**src/hw/rtl/rmig_pkg.sv**
```systemverilog
// ----------------------------------------------------------------------------
// rmig_pkg: shared types and constants of the revolved mesh index generator
// Field widths, config register indexes and the command word that the front
// end hands to the index sequencer.
// ----------------------------------------------------------------------------
package rmig_pkg;

    // Mesh size limits
    localparam int MAX_SLICES      = 256;
    localparam int MAX_PATH_POINTS = 8;
    localparam int MIN_SLICES      = 3;
    localparam int MIN_PATH_POINTS = 2;

    // Field widths
    localparam int SLICE_W = 8;
    localparam int VBASE_W = 24;
    localparam int SLOT_W  = 14;
    localparam int VIDX_W  = 25;
    localparam int SCNT_W  = 9;
    localparam int PP_W    = 4;
    localparam int CFG_W   = 9;
    localparam int CIDX_W  = 2;

    // Vertex offset from vertex_base: up to P*S plus one
    localparam int OFS_W = $clog2(MAX_SLICES * MAX_PATH_POINTS + 2);
    // Segment counter, holds 0 .. MAX_PATH_POINTS-1
    localparam int J_W   = $clog2(MAX_PATH_POINTS);
    // Word counter inside one quad or one cap triangle
    localparam int K_W   = 3;

    // Words per quad and per cap triangle
    localparam int QUAD_WORDS = 6;
    localparam int TRI_WORDS  = 3;

    // Command queue depth
    localparam int Q_DEPTH = 2;

    // Config register indexes
    localparam logic [CIDX_W-1:0] CFG_SLICE_COUNT = 2'd0;
    localparam logic [CIDX_W-1:0] CFG_PATH_POINTS = 2'd1;
    localparam logic [CIDX_W-1:0] CFG_BASE_CAPPED = 2'd2;
    localparam logic [CIDX_W-1:0] CFG_TOP_CAPPED  = 2'd3;

    // One slice, fully decoded by the front end
    typedef struct packed {
        logic [VBASE_W-1:0] vbase;
        logic [OFS_W-1:0]   pi;        // P * slice
        logic [OFS_W-1:0]   pnx;       // P * next slice
        logic [OFS_W-1:0]   ps;        // P * S, base centre vertex
        logic [J_W-1:0]     pm1;       // P - 1, segment count
        logic [SLOT_W-1:0]  slot0;     // first quad slot
        logic [SLOT_W-1:0]  slot_base; // base cap slot
        logic [SLOT_W-1:0]  slot_top;  // top cap slot
        logic               base_capped;
        logic               top_capped;
    } t_cmd;

endpackage

```
**src/hw/rtl/revolved_mesh_index_generator_core.sv**
```systemverilog
// ----------------------------------------------------------------------------
// revolved_mesh_index_generator_core: triangle indices for a swept mesh
// Takes one slice number and vertex base per input word and emits the index
// words of that slice's quads and optional cap triangles.
// ----------------------------------------------------------------------------
// Each accepted input word names one slice of a mesh swept around an axis.
// The block returns one output word per triangle index: 6*(P-1) quad indices,
// then 3 for the base cap and 3 for the top cap when enabled, where P is the
// clamped path point count (2..8) and S the clamped slice count (3..256).
// The final word of a slice carries o_last. A slice number not below S is
// taken and dropped with no output. Output runs at one word per cycle while
// i_stall is low, and a slice has 6*(P-1) + 3*base_capped + 3*top_capped
// words (6 to 48), issued by the index sequencer through its single output
// register. Input words are decoded at once into a two-entry command queue,
// so the input side keeps accepting while the output is stalled, until the
// queue fills; back-to-back slices stream with no gap on the output.
// Configuration (index 0 slice_count, 1 path_points, 2 base_capped,
// 3 top_capped) is written through i_cfg_we / i_cfg_index / i_cfg_data and
// must only change while the block is idle.
// ----------------------------------------------------------------------------
module revolved_mesh_index_generator_core (
    input  logic                          i_clk,
    input  logic                          i_rst_n,
    // config write port
    input  logic                          i_cfg_we,
    input  logic [rmig_pkg::CIDX_W-1:0]   i_cfg_index,
    input  logic [rmig_pkg::CFG_W-1:0]    i_cfg_data,
    // slice input channel
    input  logic                          i_valid,
    output logic                          o_stall,
    input  logic [rmig_pkg::SLICE_W-1:0]  i_slice,
    input  logic [rmig_pkg::VBASE_W-1:0]  i_vertex_base,
    // index output channel
    output logic                          o_valid,
    input  logic                          i_stall,
    output logic [rmig_pkg::SLOT_W-1:0]   o_slot,
    output logic [rmig_pkg::VIDX_W-1:0]   o_vertex_index,
    output logic                          o_last
);
    import rmig_pkg::*;

    // front end to queue
    logic push;
    logic q_full;
    t_cmd push_cmd;

    // queue to sequencer
    logic q_valid;
    t_cmd q_cmd;
    logic pop;

    // Slice decode: clamps config, computes all slot and vertex offsets
    rmig_front u_front (
        .i_clk         (i_clk),
        .i_rst_n       (i_rst_n),
        .i_cfg_we      (i_cfg_we),
        .i_cfg_index   (i_cfg_index),
        .i_cfg_data    (i_cfg_data),
        .i_valid       (i_valid),
        .i_slice       (i_slice),
        .i_vertex_base (i_vertex_base),
        .o_stall       (o_stall),
        .i_q_full      (q_full),
        .o_push        (push),
        .o_cmd         (push_cmd)
    );

    // Decouples decode from the output side
    rmig_fifo u_fifo (
        .i_clk   (i_clk),
        .i_rst_n (i_rst_n),
        .i_push  (push),
        .i_data  (push_cmd),
        .o_full  (q_full),
        .o_valid (q_valid),
        .o_data  (q_cmd),
        .i_pop   (pop)
    );

    // Steps through the words of one slice; next command loads on the
    // cycle that emits the current one's last word
    rmig_back u_back (
        .i_clk          (i_clk),
        .i_rst_n        (i_rst_n),
        .i_q_valid      (q_valid),
        .i_q_cmd        (q_cmd),
        .o_pop          (pop),
        .o_valid        (o_valid),
        .i_stall        (i_stall),
        .o_slot         (o_slot),
        .o_vertex_index (o_vertex_index),
        .o_last         (o_last)
    );

    // Decode never writes into a full queue
    a_no_overflow: assert property (@(posedge i_clk) disable iff (!i_rst_n)
        push |-> !q_full)
        else $error("command queue overflow");

    // Sequencer only takes a command that is there
    a_no_underflow: assert property (@(posedge i_clk) disable iff (!i_rst_n)
        pop |-> q_valid)
        else $error("command queue underflow");

    // A slice's words come without a gap once the first is taken
    a_no_gap: assert property (@(posedge i_clk) disable iff (!i_rst_n)
        (o_valid && !i_stall && !o_last) |=> o_valid)
        else $error("gap inside a slice's index words");

endmodule

```
**src/hw/rtl/rmig_front.sv**
```systemverilog
// ----------------------------------------------------------------------------
// rmig_front: config registers and slice decode
// Holds the config, clamps it, drops out-of-range slices and builds the
// command word for one slice.
// ----------------------------------------------------------------------------
module rmig_front (
    input  logic                          i_clk,
    input  logic                          i_rst_n,
    input  logic                          i_cfg_we,
    input  logic [rmig_pkg::CIDX_W-1:0]   i_cfg_index,
    input  logic [rmig_pkg::CFG_W-1:0]    i_cfg_data,
    input  logic                          i_valid,
    input  logic [rmig_pkg::SLICE_W-1:0]  i_slice,
    input  logic [rmig_pkg::VBASE_W-1:0]  i_vertex_base,
    output logic                          o_stall,
    input  logic                          i_q_full,
    output logic                          o_push,
    output rmig_pkg::t_cmd                o_cmd
);
    import rmig_pkg::*;

    logic [SCNT_W-1:0]  r_slice_count;
    logic [PP_W-1:0]    r_path_points;
    logic               r_base_capped;
    logic               r_top_capped;

    logic [SCNT_W-1:0]  s_eff;
    logic [PP_W-1:0]    p_eff;
    logic [SCNT_W-1:0]  slice_inc;
    logic [SLICE_W-1:0] nx;
    logic               drop;
    logic [J_W-1:0]     pm1;
    logic [SLOT_W-1:0]  quads;
    logic [SLOT_W-1:0]  i3;
    logic [SLOT_W-1:0]  s3;

    always_ff @(posedge i_clk) begin
        if (!i_rst_n) begin
            r_slice_count <= SCNT_W'(8);
            r_path_points <= PP_W'(2);
            r_base_capped <= 1'b0;
            r_top_capped  <= 1'b0;
        end else if (i_cfg_we) begin
            case (i_cfg_index)
                CFG_SLICE_COUNT: r_slice_count <= i_cfg_data[SCNT_W-1:0];
                CFG_PATH_POINTS: r_path_points <= i_cfg_data[PP_W-1:0];
                CFG_BASE_CAPPED: r_base_capped <= i_cfg_data[0];
                CFG_TOP_CAPPED:  r_top_capped  <= i_cfg_data[0];
                default: ;
            endcase
        end
    end

    always_comb begin
        if (r_slice_count < SCNT_W'(MIN_SLICES)) begin
            s_eff = SCNT_W'(MIN_SLICES);
        end else if (r_slice_count > SCNT_W'(MAX_SLICES)) begin
            s_eff = SCNT_W'(MAX_SLICES);
        end else begin
            s_eff = r_slice_count;
        end
        if (r_path_points < PP_W'(MIN_PATH_POINTS)) begin
            p_eff = PP_W'(MIN_PATH_POINTS);
        end else if (r_path_points > PP_W'(MAX_PATH_POINTS)) begin
            p_eff = PP_W'(MAX_PATH_POINTS);
        end else begin
            p_eff = r_path_points;
        end
    end

    assign drop      = SCNT_W'(i_slice) >= s_eff;
    assign slice_inc = SCNT_W'(i_slice) + SCNT_W'(1);
    // last slice wraps to slice 0
    assign nx        = (slice_inc == s_eff) ? '0 : slice_inc[SLICE_W-1:0];
    assign pm1       = J_W'(p_eff - PP_W'(1));

    assign quads = SLOT_W'(QUAD_WORDS) * (SLOT_W'(pm1) * SLOT_W'(s_eff));
    assign i3    = SLOT_W'(TRI_WORDS) * SLOT_W'(i_slice);
    assign s3    = SLOT_W'(TRI_WORDS) * SLOT_W'(s_eff);

    always_comb begin
        o_cmd.vbase       = i_vertex_base;
        o_cmd.pi          = OFS_W'(p_eff) * OFS_W'(i_slice);
        o_cmd.pnx         = OFS_W'(p_eff) * OFS_W'(nx);
        o_cmd.ps          = OFS_W'(p_eff) * OFS_W'(s_eff);
        o_cmd.pm1         = pm1;
        o_cmd.slot0       = SLOT_W'(QUAD_WORDS) * (SLOT_W'(pm1) * SLOT_W'(i_slice));
        o_cmd.slot_base   = quads + i3;
        o_cmd.slot_top    = quads + (r_base_capped ? s3 : '0) + i3;
        o_cmd.base_capped = r_base_capped;
        o_cmd.top_capped  = r_top_capped;
    end

    assign o_stall = i_q_full;
    assign o_push  = i_valid && !i_q_full && !drop;

endmodule

```
**src/hw/rtl/rmig_fifo.sv**
```systemverilog
// ----------------------------------------------------------------------------
// rmig_fifo: command queue
// Short register queue between slice decode and the index sequencer.
// ----------------------------------------------------------------------------
module rmig_fifo (
    input  logic           i_clk,
    input  logic           i_rst_n,
    input  logic           i_push,
    input  rmig_pkg::t_cmd i_data,
    output logic           o_full,
    output logic           o_valid,
    output rmig_pkg::t_cmd o_data,
    input  logic           i_pop
);
    import rmig_pkg::*;

    localparam int PTR_W = (Q_DEPTH > 1) ? $clog2(Q_DEPTH) : 1;
    localparam int CNT_W = $clog2(Q_DEPTH + 1);

    t_cmd             r_mem [Q_DEPTH];
    logic [PTR_W-1:0] r_wr_ptr;
    logic [PTR_W-1:0] r_rd_ptr;
    logic [CNT_W-1:0] r_count;

    logic push_ok;
    logic pop_ok;

    assign o_full  = r_count == CNT_W'(Q_DEPTH);
    assign o_valid = r_count != '0;
    assign o_data  = r_mem[r_rd_ptr];
    assign push_ok = i_push && !o_full;
    assign pop_ok  = i_pop && o_valid;

    function automatic logic [PTR_W-1:0] ptr_next(input logic [PTR_W-1:0] p);
        ptr_next = (p == PTR_W'(Q_DEPTH - 1)) ? '0 : p + PTR_W'(1);
    endfunction

    always_ff @(posedge i_clk) begin
        if (!i_rst_n) begin
            r_wr_ptr <= '0;
            r_rd_ptr <= '0;
            r_count  <= '0;
        end else begin
            if (push_ok) begin
                r_wr_ptr <= ptr_next(r_wr_ptr);
            end
            if (pop_ok) begin
                r_rd_ptr <= ptr_next(r_rd_ptr);
            end
            if (push_ok && !pop_ok) begin
                r_count <= r_count + CNT_W'(1);
            end else if (pop_ok && !push_ok) begin
                r_count <= r_count - CNT_W'(1);
            end
        end
    end

    always_ff @(posedge i_clk) begin
        if (push_ok) begin
            r_mem[r_wr_ptr] <= i_data;
        end
    end

endmodule

```
**src/hw/rtl/rmig_back.sv**
```systemverilog
// ----------------------------------------------------------------------------
// rmig_back: index sequencer
// Walks quads, then base cap, then top cap (caps when enabled) of one slice
// command, one index word per cycle unless stalled, into an output register.
// ----------------------------------------------------------------------------
module rmig_back (
    input  logic                         i_clk,
    input  logic                         i_rst_n,
    input  logic                         i_q_valid,
    input  rmig_pkg::t_cmd               i_q_cmd,
    output logic                         o_pop,
    output logic                         o_valid,
    input  logic                         i_stall,
    output logic [rmig_pkg::SLOT_W-1:0]  o_slot,
    output logic [rmig_pkg::VIDX_W-1:0]  o_vertex_index,
    output logic                         o_last
);
    import rmig_pkg::*;

    typedef enum logic [1:0] {
        PH_IDLE,
        PH_QUAD,
        PH_BASE,
        PH_TOP
    } t_phase;

    t_phase            r_phase;
    t_cmd              r_cmd;
    logic [J_W-1:0]    r_j;
    logic [K_W-1:0]    r_k;
    logic [SLOT_W-1:0] r_slot;
    logic              r_out_valid;
    logic [SLOT_W-1:0] r_out_slot;
    logic [VIDX_W-1:0] r_out_vidx;
    logic              r_out_last;

    logic              adv;
    logic              emit;
    logic              quad_end;
    logic              word_last;
    logic              load;
    logic [OFS_W-1:0]  pij;
    logic [OFS_W-1:0]  pnj;
    logic [OFS_W-1:0]  ofs;
    logic [VIDX_W-1:0] vidx;

    assign adv  = !r_out_valid || !i_stall;
    assign emit = (r_phase != PH_IDLE) && adv;

    assign pij = r_cmd.pi + OFS_W'(r_j);
    assign pnj = r_cmd.pnx + OFS_W'(r_j);

    assign quad_end = (r_k == K_W'(QUAD_WORDS - 1)) && (J_W'(r_j + J_W'(1)) == r_cmd.pm1);

    always_comb begin
        ofs       = pij;
        word_last = 1'b0;
        case (r_phase)
            PH_QUAD: begin
                word_last = quad_end && !r_cmd.base_capped && !r_cmd.top_capped;
                case (r_k)
                    K_W'(0): ofs = pij;
                    K_W'(1): ofs = pnj;
                    K_W'(2): ofs = pij + OFS_W'(1);
                    K_W'(3): ofs = pnj;
                    K_W'(4): ofs = pnj + OFS_W'(1);
                    default: ofs = pij + OFS_W'(1);
                endcase
            end
            PH_BASE: begin
                word_last = (r_k == K_W'(TRI_WORDS - 1)) && !r_cmd.top_capped;
                case (r_k)
                    K_W'(0): ofs = r_cmd.ps;
                    K_W'(1): ofs = r_cmd.pnx;
                    default: ofs = r_cmd.pi;
                endcase
            end
            PH_TOP: begin
                word_last = r_k == K_W'(TRI_WORDS - 1);
                case (r_k)
                    K_W'(0): ofs = r_cmd.ps + OFS_W'(r_cmd.base_capped);
                    K_W'(1): ofs = r_cmd.pi + OFS_W'(r_cmd.pm1);
                    default: ofs = r_cmd.pnx + OFS_W'(r_cmd.pm1);
                endcase
            end
            default: ;
        endcase
    end

    assign vidx = VIDX_W'(r_cmd.vbase) + VIDX_W'(ofs);
    assign load = i_q_valid && ((r_phase == PH_IDLE) || (emit && word_last));

    always_ff @(posedge i_clk) begin
        if (!i_rst_n) begin
            r_phase     <= PH_IDLE;
            r_j         <= '0;
            r_k         <= '0;
            r_out_valid <= 1'b0;
        end else begin
            if (adv) begin
                r_out_valid <= emit;
            end
            if (load) begin
                r_phase <= PH_QUAD;
                r_cmd   <= i_q_cmd;
                r_j     <= '0;
                r_k     <= '0;
                r_slot  <= i_q_cmd.slot0;
            end else if (emit) begin
                if (word_last) begin
                    r_phase <= PH_IDLE;
                end else begin
                    case (r_phase)
                        PH_QUAD: begin
                            r_slot <= r_slot + SLOT_W'(1);
                            if (r_k == K_W'(QUAD_WORDS - 1)) begin
                                r_k <= '0;
                                if (quad_end) begin
                                    r_phase <= r_cmd.base_capped ? PH_BASE : PH_TOP;
                                    r_slot  <= r_cmd.base_capped ? r_cmd.slot_base
                                                                 : r_cmd.slot_top;
                                end else begin
                                    r_j <= r_j + J_W'(1);
                                end
                            end else begin
                                r_k <= r_k + K_W'(1);
                            end
                        end
                        PH_BASE: begin
                            if (r_k == K_W'(TRI_WORDS - 1)) begin
                                r_phase <= PH_TOP;
                                r_k     <= '0;
                                r_slot  <= r_cmd.slot_top;
                            end else begin
                                r_k    <= r_k + K_W'(1);
                                r_slot <= r_slot + SLOT_W'(1);
                            end
                        end
                        default: begin
                            r_k    <= r_k + K_W'(1);
                            r_slot <= r_slot + SLOT_W'(1);
                        end
                    endcase
                end
            end
            if (emit) begin
                r_out_slot <= r_slot;
                r_out_vidx <= vidx;
                r_out_last <= word_last;
            end
        end
    end

    assign o_pop          = load;
    assign o_valid        = r_out_valid;
    assign o_slot         = r_out_slot;
    assign o_vertex_index = r_out_vidx;
    assign o_last         = r_out_last;

endmodule
```
**config.mk**
```make
export PLATFORM = sky130hd
export DESIGN_NAME = revolved_mesh_index_generator_core
export DESIGN_NICKNAME = d
export VERILOG_FILES = /design/src/hw/rtl/rmig_pkg.sv /design/src/hw/rtl/revolved_mesh_index_generator_core.sv /design/src/hw/rtl/rmig_front.sv /design/src/hw/rtl/rmig_fifo.sv /design/src/hw/rtl/rmig_back.sv
export SDC_FILE = /design/constraint.sdc
export NUM_CORES = 1
export LEC_CHECK = 0
export BUFFER_PORTS_ARGS = -buffer_cell sky130_fd_sc_hd__buf_2
export CAP_MARGIN = 5
export CORE_MARGIN = 4
export CORE_UTILIZATION = 35
export DETAILED_ROUTE_END_ITERATION = 16
export PLACE_DENSITY = 0.52
export SLEW_MARGIN = 20
export SYNTH_ARGS = -nofsm -noshare
export SYNTH_HDL_FRONTEND = slang
export SYNTH_SLANG_ARGS = --single-unit
```
**constraint.sdc**
```tcl
create_clock -name i_clk -period 8.6 [get_ports i_clk]
set_input_delay 1.72 -clock i_clk [delete_from_list [all_inputs] [get_ports i_clk]]
set_output_delay 1.72 -clock i_clk [all_outputs]
set_load 0.05 [all_outputs]
```
# After elaboration in Yosys (flattened, before gate mapping)
# Memories as Yosys holds them, arrays and structs flattened. A register that Yosys moved wholly into a read port is not among the register bits.
# Cells that the tools add are included.
[classes]
n_addsub = 20
mul = 9
n_lt_le_gt_ge = 5
n_eq_ne = 21
n_mux = 38
n_bitwise = 3
reduce_logical = 45
[op_table]
columns = ["cell", "count"]
rows = [
  ["$mux 14", 7],
  ["$pmux 12 s3", 2],
  ["$add 12x3->12", 4],
  ["$pmux 12 s2", 2],
  ["$add 14x10->14", 2],
  ["$pmux 14 s2", 1],
  ["$add 24x12->25", 1],
  ["$add 12x1->12 const B", 2],
  ["$mul 4x8->12", 2],
  ["$mux 9", 2],
  ["$reduce_and 5->1", 3],
  ["$add 14x1->14 const B", 1],
  ["$add 14x14->14", 1],
  ["$reduce_and 2->1", 7],
  ["$logic_and 1x1->1", 13],
  ["$mul 2x11->13 const A", 1],
  ["$mul 2x12->13 const A", 1],
  ["$add 12x1->12", 1],
  ["$mul 3x9->12", 1],
  ["$mul 4x9->12", 1],
  ["$mux 2", 6],
  ["$ne 4x2->1 const B", 3],
  ["$mul 2x9->11 const A", 1],
  ["$mul 3x8->11", 1],
  ["39 further kinds", 75],
]
[totals]
ff_bits = 175
ram_bits = 212
in_bits = 48
out_inout_bits = 42
n_memories = 1
[mem_list]
columns = ["memory", "depth", "width", "read_ports", "rd_clocked_by_memory_dff", "write_ports", "line_no", "rtl"]
rows = [
  ["u_fifo.r_mem", 2, 106, 1, 1, 1, "rmig_fifo.sv:20", "t_cmd r_mem [Q_DEPTH];"],
]

# Logic depth before layout (Yosys ltp)
# Gate-level depths: netlist (run 1).
[depth]
word_depth = 13
ltp_mapped = 30
mapped_depth_nobuf = 27

# Hierarchy
# Synthesis (run 1) repeated with hierarchy kept, for this count alone.
[unflattened]
hier_cells = 2201
area_unflattened_um2 = 24987.7
[by_module_without_submodules]
columns = ["mod", "instances", "cells_each", "area_each_um2", "seq_area_each_um2"]
rows = [
  ["rmig_back", 1, 822, 8964.8, 4594.4],
  ["rmig_fifo", 1, 358, 8071.5, 6526.3],
  ["rmig_front", 1, 1021, 7951.4, 300.3],
]

# Least setup slack after synthesis (run 1)
# Ideal clock, no wire load.
[synth_path]
kind = "input port to flip-flop"
startpoint = "input i_slice[0] in the netlist's numbering"
endpoint = "memory u_fifo.r_mem[0][0] in the netlist's numbering, enable pin"
setup_time_ps = 608
arrival_ps = 8435
setup_slack_ps = -443
path_stages = 9
n_path_buf = 0
path_cell_list = "clkinv_1 ha_1 nand2b_1 a21o_1 a21o_1 a21oi_1 o21ai_0 a2111o_1 a21oi_1"
[synth_via]
elab_chain_len = 6
[synth_lines]
columns = ["element", "line_no", "rtl"]
rows = [
  ["start: declaration", "revolved_mesh_index_generator_core.sv:31", "input logic [rmig_pkg::SLICE_W-1:0] i_slice,"],
  ["$ge 8x9->1", "rmig_front.sv:71", "assign drop = SCNT_W'(i_slice) >= s_eff;"],
  ["$logic_not 1->1", "rmig_front.sv:95", "assign o_push = i_valid && !i_q_full && !drop;"],
  ["$logic_and 1x1->1", "rmig_front.sv:95", ""],
  ["$logic_and 1x1->1", "rmig_fifo.sv:31", "assign push_ok = i_push && !o_full;"],
  ["$mux 1", "rmig_fifo.sv:59", "if (push_ok) begin"],
  ["$mux 1 (not written as such)", "rmig_fifo.sv:60", "r_mem[r_wr_ptr] <= i_data;"],
  ["end: declaration", "rmig_fifo.sv:20", ""],
]
# Every way passes these cells.

==> results.md, run 1 <==
Critical path:
- The critical path startpoint category is a flop.
- In this run the register-to-register setup slack is about 1700 ps.
- The launch point of the worst path is u_front.r_path_points[3]$_SDFFE_PN0P_.
- Along the worst path, the maximum fanout reaches 25.
- The largest delay contributor family on the critical path is adder cells.
- The largest single stage delay on the critical path is 640 ps.
- The number of buffer and inverter instances along the worst setup path is 4.
- By startpoint and endpoint, the worst setup path is classified as reg2reg.
- The cell with the most instances on the worst path is sky130_fd_sc_hd__ha_1.
- STA puts the critical path data required time at 8900 ps.
- Data arrives at the worst endpoint at 7180 ps.
- The cell depth of the worst flop-to-flop path is 26.
- The most critical setup path has its endpoint at u_fifo.r_mem[1][15]$_DFFE_PP_.
- The worst register-to-register path begins at u_front.r_path_points[3]$_SDFFE_PN0P_.
- The critical register-to-register path endpoint is u_fifo.r_mem[1][15]$_DFFE_PP_.
- Counting buffers and inverters, the worst setup path is 26 cells deep.
- The cell at the slowest stage of the critical path is sky130_fd_sc_hd__xor2_1.
- The endpoint kind of the worst setup timing path is a flop.

Cells and area:
- The number of antenna diodes in the final layout is 0.
- The number of nets at the end of the flow is 2518.
- The final core utilization is between 30% and 40%.
- The post-route cell area is about 27000 um2.
- Leaving out fill and tap cells, the most frequent cells in the layout are sky130_fd_sc_hd__edfxtp_1 (359), sky130_fd_sc_hd__nand2_1 (232), sky130_fd_sc_hd__ha_1 (173).
- The area added between synthesis and finish is 11.2%.
- After filler insertion, the fill cell instance count of the layout stands at around 6600.
- The most common cell after layout, fill and taps aside is sky130_fd_sc_hd__edfxtp_1.
- The post-route netlist has 13.0% of its cells at a drive strength greater than 1.

Drt:
- Wires add up to 57700 um.
- The detailed router finished its first iteration with ~900 violations.
- Before antenna repair, the detailed router went through 7 iterations.
- Using the TritonRoute via totals, the vias-per-cell ratio works out to about 5.0.
- The total number of vias is between 15000 and 20000.
- The residual antenna-violating net count after detailed routing is 0.
- In the final routed layout, each cell accounts on average for 18.1 um.
- In the routed design, unresolved DRC markers number 0.

Clocking:
- The worst-case clock buffer depth is 3.
- The latest clock arrival within the worst-skew pair is roughly 570 ps.
- After clock tree synthesis, the clock-pin slew on the worst setup and hold paths is roughly 60 ps.
- Hold repair after CTS inserted 0 buffers.
- TritonCTS built the clock tree.
- The cell chosen for the clock root is sky130_fd_sc_hd__clkbuf_16.
- In this run, CTS created clock tree buffers numbering 45.
- The buffer count from post-CTS setup fixing is 0.
- In this run the number of H-tree levels came out at 2.
- The quantity of gates resized following cts is 0.
- Clock tree synthesis found a total of about 390 sinks.

Place:
- In this run the cell area measured after placement is 25700 um2.
- The count of buffers inserted at the top-level ports is slightly below 90.
- The post-DP HPWL is about 44000 um.
- The global placement routability congestion is roughly 0.89.

STA:
- Headroom to the max-slew limit came out at between 20 and 30%.
- The smallest clock period supported by the final layout is computed as 6890 ps.
- The post-route clock skew is around 24 ps.
- Setup violations remaining at the end of the flow were counted as 0.
- The minimum hold slack is 492 ps.
- Setup repair after global routing left no endpoint under its margin.
- Dividing the final minimum period by the clock period gives between 80% and 90%.
- The pin slew with the least headroom to its limit is about 1100 ps.
- After routing, the total negative slack on setup checks comes to 0 ps.
- The number of hold violations in the final report came to 0.
- The maximum clock rate is around 150 MHz.
- The total count of max-transition violations in the final report is 0.

Synth:
- Counting flops with a built-in enable in the synthesized netlist gives ~360.
- The share of synthesized registers carrying an async set or reset is 0%.
- Counting every net in the synthesized netlist gives between 2000 and 2500.
- The total of flip-flops plus latches after synthesis is 388.
- During synthesis, Yosys emitted a total of 0 warnings.
- The area of the mapped netlist is about 24000 um2.
- The share of synthesized area occupied by flip-flops and latches is a little under half.
- The mean instance size in the synthesized netlist is ~11 um2.
- The synthesized instance count is 2158.
- The number of different library cells used by synthesis comes to 83.
- Among all flip-flop cells after synthesis, the most frequent one is sky130_fd_sc_hd__edfxtp_1.

Floorplanning:
- The core outline area is about 69000 um2.
- In this run the count of I/O pins placed on the die edge is 90.
- After floorplanning, the core was divided into 96 placement rows.
- The die is 272 um tall.
- The effective utilization at floorplan is a little over a third.
- The horizontal extent of the die is ~270 um.
- The die covers ~74000 um2.

Power:
- The leakage dissipation is 10.8 nW.
- IR analysis of the VDD net gives a maximum drop of approximately 0.21 mV.
- Power spread over the standard cell area amounts to 263 nW/um2.
- The overall power after layout is ~0.007 W.

Global route:
- The initial antenna violation count is 1.
- The first global-routing pass estimated about 90000 um of wire.
- After global routing the overflow that remains totals 0.
- Global routing used between 10% and 20% of the available tracks across all layers.
- The pin count of the biggest net entering global routing is ~70.
- The number of global-route vias before repair is around 16000.

Worst hold path:
- The worst min-delay path category is reg2reg.

Run status:
- The flow ran to the end, and the final reports show no timing, DRC or antenna violations.

Run:
- Max-cap violations in this run came to 0.
==> logic make-up after synthesis <==
group / count (synthesis) / share of synthesized area (%)
simple gates: 571 / 10.7
mux: 140 / 6.25
flops: 388 / 46.7
compound gates: 372 / 10.3
fa+ha+maj: 245 / 14.8
buf+inv: 251 / 4.33
xor+xnor: 191 / 6.93
==> worst register-to-register path, cell delays in order (launching register included) <==
cell and delay, ps:
sky130_fd_sc_hd__dfxtp_1 300, sky130_fd_sc_hd__buf_4 270, sky130_fd_sc_hd__inv_1 190, sky130_fd_sc_hd__o211a_1 180
sky130_fd_sc_hd__inv_1 70, sky130_fd_sc_hd__ha_1 160, sky130_fd_sc_hd__xor2_1 640, sky130_fd_sc_hd__nand2_1 190
sky130_fd_sc_hd__fa_1 570, sky130_fd_sc_hd__inv_1 40, sky130_fd_sc_hd__ha_1 210, sky130_fd_sc_hd__fa_1 400
sky130_fd_sc_hd__a21o_1 170, sky130_fd_sc_hd__a21oi_1 210, sky130_fd_sc_hd__o21bai_1 80, sky130_fd_sc_hd__a21oi_1 220
sky130_fd_sc_hd__xnor2_1 130, sky130_fd_sc_hd__ha_1 260, sky130_fd_sc_hd__o41ai_1 610, sky130_fd_sc_hd__xnor2_1 300
sky130_fd_sc_hd__ha_1 330, sky130_fd_sc_hd__ha_1 370, sky130_fd_sc_hd__and3_1 190, sky130_fd_sc_hd__a21oi_1 100
sky130_fd_sc_hd__o21ai_0 110, sky130_fd_sc_hd__o21ai_0 210, sky130_fd_sc_hd__xnor2_1 110
==> worst min-delay path by stage <==
stage                                       from  slack (ps)  depth (start not counted)                           end
6_report             u_back.r_slot[13]$_DFFE_PP_         490                          0   u_back.o_slot[13]$_DFFE_PP_
5_1_grt              u_back.r_slot[13]$_DFFE_PP_         510                          0   u_back.o_slot[13]$_DFFE_PP_
4_1_cts               u_back.r_slot[8]$_DFFE_PP_         500                          0    u_back.o_slot[8]$_DFFE_PP_
3_5_place_dp         u_back.r_slot[13]$_DFFE_PP_         460                          0   u_back.o_slot[13]$_DFFE_PP_
3_3_place_gp         u_back.r_slot[13]$_DFFE_PP_         460                          0   u_back.o_slot[13]$_DFFE_PP_
2_1_floorplan  u_front.r_top_capped$_SDFFE_PN0P_         430                          0  u_fifo.r_mem[0][0]$_DFFE_PP_
==> flip-flops by register name, indices dropped and copies added (netlist names), 3 cells and up, named ones only <==
signal / cells
u_back.o_slot: 14
u_back.o_vertex_index: 25
u_back.r_cmd: 93
u_back.r_j: 3
u_back.r_k: 3
u_back.r_slot: 14
u_fifo.r_mem: 212
u_front.r_path_points: 4
u_front.r_slice_count: 9
==> synth_stat cells, drive strengths merged, types with 14 or more instances <==
master	n	area (um2)
inv	159	597
clkbuf	67	325
and2	28	176
nand3	35	175
mux2i	44	440
xor2	64	561
a21oi	118	594
nor3	31	155
nor2	139	524
a22oi	17	128
dfxtp	29	581
nand2	232	871
fa	72	1440
o21bai	23	173
nand4	15	93.8
nor2b	31	194
and3	17	106
mux2	96	1080
o21ai	52	260
edfxtp	359	10800
a21o	38	288
a221oi	17	149
a22o	14	123
buf	22	120
ha	173	2160
xnor2	126	1100
==> per-stage QoR <==
stage                     instances  setup WS [ps]
after detailed placement       3109           1560
final                          3189           1710
after floorplan                2158           1730
after CTS                      3189           1700
after global routing           3189           1090
after global placement         3109           1700
==> layer usage <==
| layer | track usage [%] | up-vias | part of all wire (%) |
|---|---|---|---|
| met4 | 3.57 | 0 | 2.1 |
| met1 | 22.1 | 7765 | 48 |
| met2 | 24.6 | 368 | 45 |
| met3 | 2.30 | 81 | 4.7 |
| li1 | - | 7819 | - |
| met5 | 0 | - | 0 |
==> final cells by class <==
| type | instances | area (um2) | share of cell area, % |
|---|---|---|---|
| clock inverters | 26 | 200 | 0.739 |
| multi-input cells | 1519 | 12000 | 44.2 |
| well taps | 931 | 1160 | 4.30 |
| repair buffers | 109 | 596 | 2.20 |
| clock buffers | 54 | 1180 | 4.36 |
| inverters | 162 | 608 | 2.25 |
| flip-flops and latches | 388 | 11400 | 42.0 |
==> where the power goes <==
group          leakage, nW  internal [W]  switching, W
Clock                0.678       0.00102      0.000756
Sequential            3.55       0.00259      0.000201
Combinational         6.57      0.000968       0.00159
(Power assumes the default switching activity.)
==> inputs of run 2 (changes only) <==
Settings changed: ABC_AREA from default to 1, PLACE_DENSITY 0.52 to 0.5.
Clock period 8.6 ns to 6.7 ns, I/O delays scaled along.
==> run 2 against run 1 <==
  * Count of clock-buffer cells in the layout shrank 2
  * Die area grew 3.5%
  * Largest power group is now combinational logic
  * Utilization grew 0.13 points
  * Design area grew 4.2%
  * Total power grew 44%
  * Clock skew shrank 7.1 ps
  * Sequential cell count is the same
  * Largest cell class unchanged
  * Clock power grew 35%
  * Hold slack lost 21 ps
  * Critical path type unchanged
  * Highest routed layer unchanged
==> results.md, run 2 <==
Clocking:
- The latest clock arrival within the worst-skew pair came to 580 ps (about the same).
- The CTS clock-pin slew for the worst setup and hold paths is 60 ps (about the same).
- The number of buffers created by CTS came to 45 (unchanged).
- The clock tree from TritonCTS is yes.
- The worst-case clock buffer depth was 3 (unchanged).
- The total number of clock tree sinks came to 388 (unchanged).
- The number of hold buffers added after cts was 0 (unchanged).
- The quantity of gates resized following cts came to 0 (unchanged).
- The buffer count from post-CTS setup fixing came to 0 (unchanged).
- The CTS H-tree depth is 2 (unchanged).
- The tree is rooted in a sky130_fd_sc_hd__clkbuf_16.

STA:
- Setup repair after global routing left no endpoint under its margin.
- The normalized max-slew margin is 32.1% (+3.9 points).
- The post-route clock skew came to 17.4 ps (-7.08 ps).
- The total count of max-transition violations in the final report is 0 (unchanged).
- The final critical-path share of the clock period is 91.4% (+11 points).
- The setup TNS is 0 ps (unchanged).
- The maximum clock rate is 163 MHz (+12%).
- The number of hold violations in the final report is 0 (unchanged).
- The final period demand of the worst path is 6120 ps (-764 ps).
- The pin slew with the least headroom to its limit is 1020 ps (-61.5 ps).
- The final-report setup violation count is 0 (unchanged).

Worst hold path:
- The count of cells along the worst hold path is 2 (+2).
- The worst min-delay path category is reg2reg.

Critical path:
- The category of the critical setup timing path is reg2reg.
- The largest incremental delay on the critical path is 470 ps (-170 ps).
- The cell depth of the worst flop-to-flop path is 28 (+7.7%).
- The critical path arrival came to 6420 ps (-760 ps).
- The largest fanout of any net on the critical path is 5 (-80%).
- The largest delay contributor family on the critical path is adder cells.
- Among the stages of the critical path, the cell type that occurs most often is sky130_fd_sc_hd__inv_1.
- The required time at the worst-slack endpoint is 7000 ps (-1900 ps).
- The number of cells on the critical path is 28 (+7.7%).
- The number of buffer and inverter instances along the worst setup path was 6 (+2).
- The endpoint kind of the worst setup timing path is a flop.
- The worst setup path is launched from a flop.
- The slowest stage of the critical path belongs to the cell sky130_fd_sc_hd__fa_1.

Drt:
- The wire length per cell after detailed routing came to 16.9 um (-6.7%).
- The starting DRC count in detailed routing is 1121 (+28%).
- The number of search-and-repair iterations in the first detailed-routing pass is 6 (-1).
- The total routed wirelength is 65200 um (+13%).
- The residual DRC count was 0 (unchanged).
- The residual antenna-violating net count after detailed routing was 0 (unchanged).
- The number of vias per cell after detailed routing is 4.87 (-3.2%).
- The total number of vias is 18800 (+17%).

Cells and area:
- The share of cells above drive strength 1 was 9.85% (-3.2 points).
- The most common cell after layout, fill and taps aside is sky130_fd_sc_hd__nand2_1.
- The number of fillers in the final layout is 7162 (+8.6%).
- In the layout the commonest cells are sky130_fd_sc_hd__nand2_1 (782), sky130_fd_sc_hd__edfxtp_1 (359), sky130_fd_sc_hd__inv_1 (331).
- The flip-flop count of the largest register after layout was 212 (unchanged).
- The post-layout instance count excluding filler cells is 3863 (+21%).
- The number of nets at the end of the flow is 3173 (+26%).
- The area growth from synthesis to layout is 11.9%.
- The count of inserted antenna diode cells is 0 (unchanged).
- The top register by number of flip-flops is u_fifo.r_mem.

Floorplanning:
- The die outline area is 76400 um2 (+3.5%).
- The core outline area is 71500 um2 (+3.9%).
- The site row count is 98 (+2.1%).
- The horizontal extent of the die is 276 um (+1.7%).
- The vertical extent of the die was 276 um (+1.7%).
- The I/O pin total is 90 (unchanged).
- The effective utilization at floorplan was 35.3% (-0.087 points).

Synth:
- The share of synthesized registers carrying an async set or reset is 0% (unchanged).
- The share of Yosys cell area claimed by the top area cell type is 42.7% (-1.5 points).
- The warning count from the yosys run is 0 (unchanged).
- The share of synthesized area occupied by flip-flops and latches is 45.0% (-1.6 points).
- The count of unique library cells instantiated by Yosys is 67 (-19%).
- The total of flip-flops plus latches after synthesis is 388 (unchanged).
- sky130_fd_sc_hd__nand2_1 is the most common cell in the netlist.
- The total nets after synthesis is 3080 (+26%).
- The biggest area consumer among synthesized cells is sky130_fd_sc_hd__edfxtp_1.
- By count the netlist is led by sky130_fd_sc_hd__nand2_1 (782), sky130_fd_sc_hd__edfxtp_1 (359), sky130_fd_sc_hd__inv_1 (331).
- The area of the mapped netlist came to 25200 um2 (+3.6%).
- The most used flip-flop cell after synthesis is sky130_fd_sc_hd__edfxtp_1.
- The mean instance size in the synthesized netlist is 9.05 um2 (-20%).
- The number of flops mapped to enable cells by yosys was 359 (unchanged).
- The synthesized instance count is 2787 (+29%).
- After synthesis, the cell types taking the most area are sky130_fd_sc_hd__edfxtp_1 (43%), sky130_fd_sc_hd__nand2_1 (12%), sky130_fd_sc_hd__ha_1 (8.6%).

Global route:
- The global-route met1 utilization is 23.0% (+0.87 points).
- The number of global-route vias before repair came to 18600 (+17%).
- The pin count of the biggest net entering global routing came to 93 (+31%).
- The met2 track demand over resource is 27.8% (+3.2 points).
- The initial antenna violation count was 1 (unchanged).
- The overall overflow remaining after global route is 0 (unchanged).
- The global-route wire length before repair was 103000 um (+15%).
- The busiest layer in global routing is met2.
- The aggregate global-route resource usage is 16.8% (+1.4 points).
- The routing usage on met3 is 2.47% (+0.18 points).

Power:
- The power per standard cell area came to 362 nW/um2 (+38%).
- The leakage dissipation came to 12.6 nW (+17%).
- The largest voltage drop on the vdd net is 0.200 mV (-2.6%).

Run:
- The count of max-cap constraint violations came to 0 (unchanged).

Run status:
- The flow ran to the end, and the final reports show no timing, DRC or antenna violations.

Place:
- The global placement routability congestion is 0.889 (about the same).
- The post-DP HPWL came to 49600 um (+13%).
- The number of cells after detailed placement was 3782 (+22%).
- The count of buffers inserted at the top-level ports is 89 (unchanged).
-- run 2: metrics by stage --
step / hold WS, ps / instance area (um2) / util, % / setup slack [ps] / total power [W]
floorplan: 426 / 25200 / - / 340 / 0.00674
detailed placement: 464 / 26800 / 37.4 / 498 / 0.00790
finish: 471 / 28200 / 39.5 / 575 / 0.0102
global placement: 458 / 26800 / 37.4 / 606 / 0.00783
global route: 487 / 28200 / 39.5 / 46.5 / 0.0110
CTS: 474 / 28200 / 39.4 / 601 / 0.0103
-- run 2: report_power, final --
group	switching, W	leakage [nW]	total [W]	internal, W
registers	0.000300	3.55	0.00375	0.00345
logic	0.00284	8.35	0.00409	0.00125
clock network	0.00100	0.708	0.00239	0.00138
-- run 2: layer usage --
layer,share of wire (%),vias up
li1,-,9449
met1,47,8848
met2,46,409
met3,4.4,94
met4,2.8,0
met5,0,-
-- run 2: final timing paths --
path	startpoint	slack (ps)	to
max	u_front.r_path_points[3]$_SDFFE_PN0P_	580	u_fifo.r_mem[0][14]$_DFFE_PP_
min reg2reg	u_fifo.r_rd_ptr$_SDFFE_PN0P_	470	flop
max reg2reg	u_front.r_path_points[3]$_SDFFE_PN0P_	580	u_fifo.r_mem[0][14]$_DFFE_PP_
min	u_fifo.r_rd_ptr$_SDFFE_PN0P_	470	flop
-- run 2: layout make-up --
class	count	area, um2	share of cell area [%]
clock buffer	52	1170	4.16
clock inverter	28	265	0.940
inverter	354	1340	4.73
multi-input combinational	1972	12200	43.1
sequential	388	11400	40.3
tap	950	1190	4.21
timing repair buffer	119	721	2.55
-- run 2: worst register-to-register path, delay by kind of cell (launching register included) --
kind | cells | cell delay, ps
adders and majority gates | 7 | 2500
xor gates and xnor gates | 2 | 300
AOI/OAI and AO/OA | 6 | 1290
buffers and inverters | 6 | 500
and+or+nand+nor | 7 | 930
DFF | 1 | 330
-- run 2: logic make-up after synthesis --
family,count (synthesis),share of synthesized area [%]
AOI/OAI and AO/OA,389,8.60
buffers and inverters,427,6.83
xor gates and xnor gates,133,4.68
adders and majority gates,245,14.3
DFF,388,45.0
and+or+nand+nor,1202,20.4
muxes,3,0.119
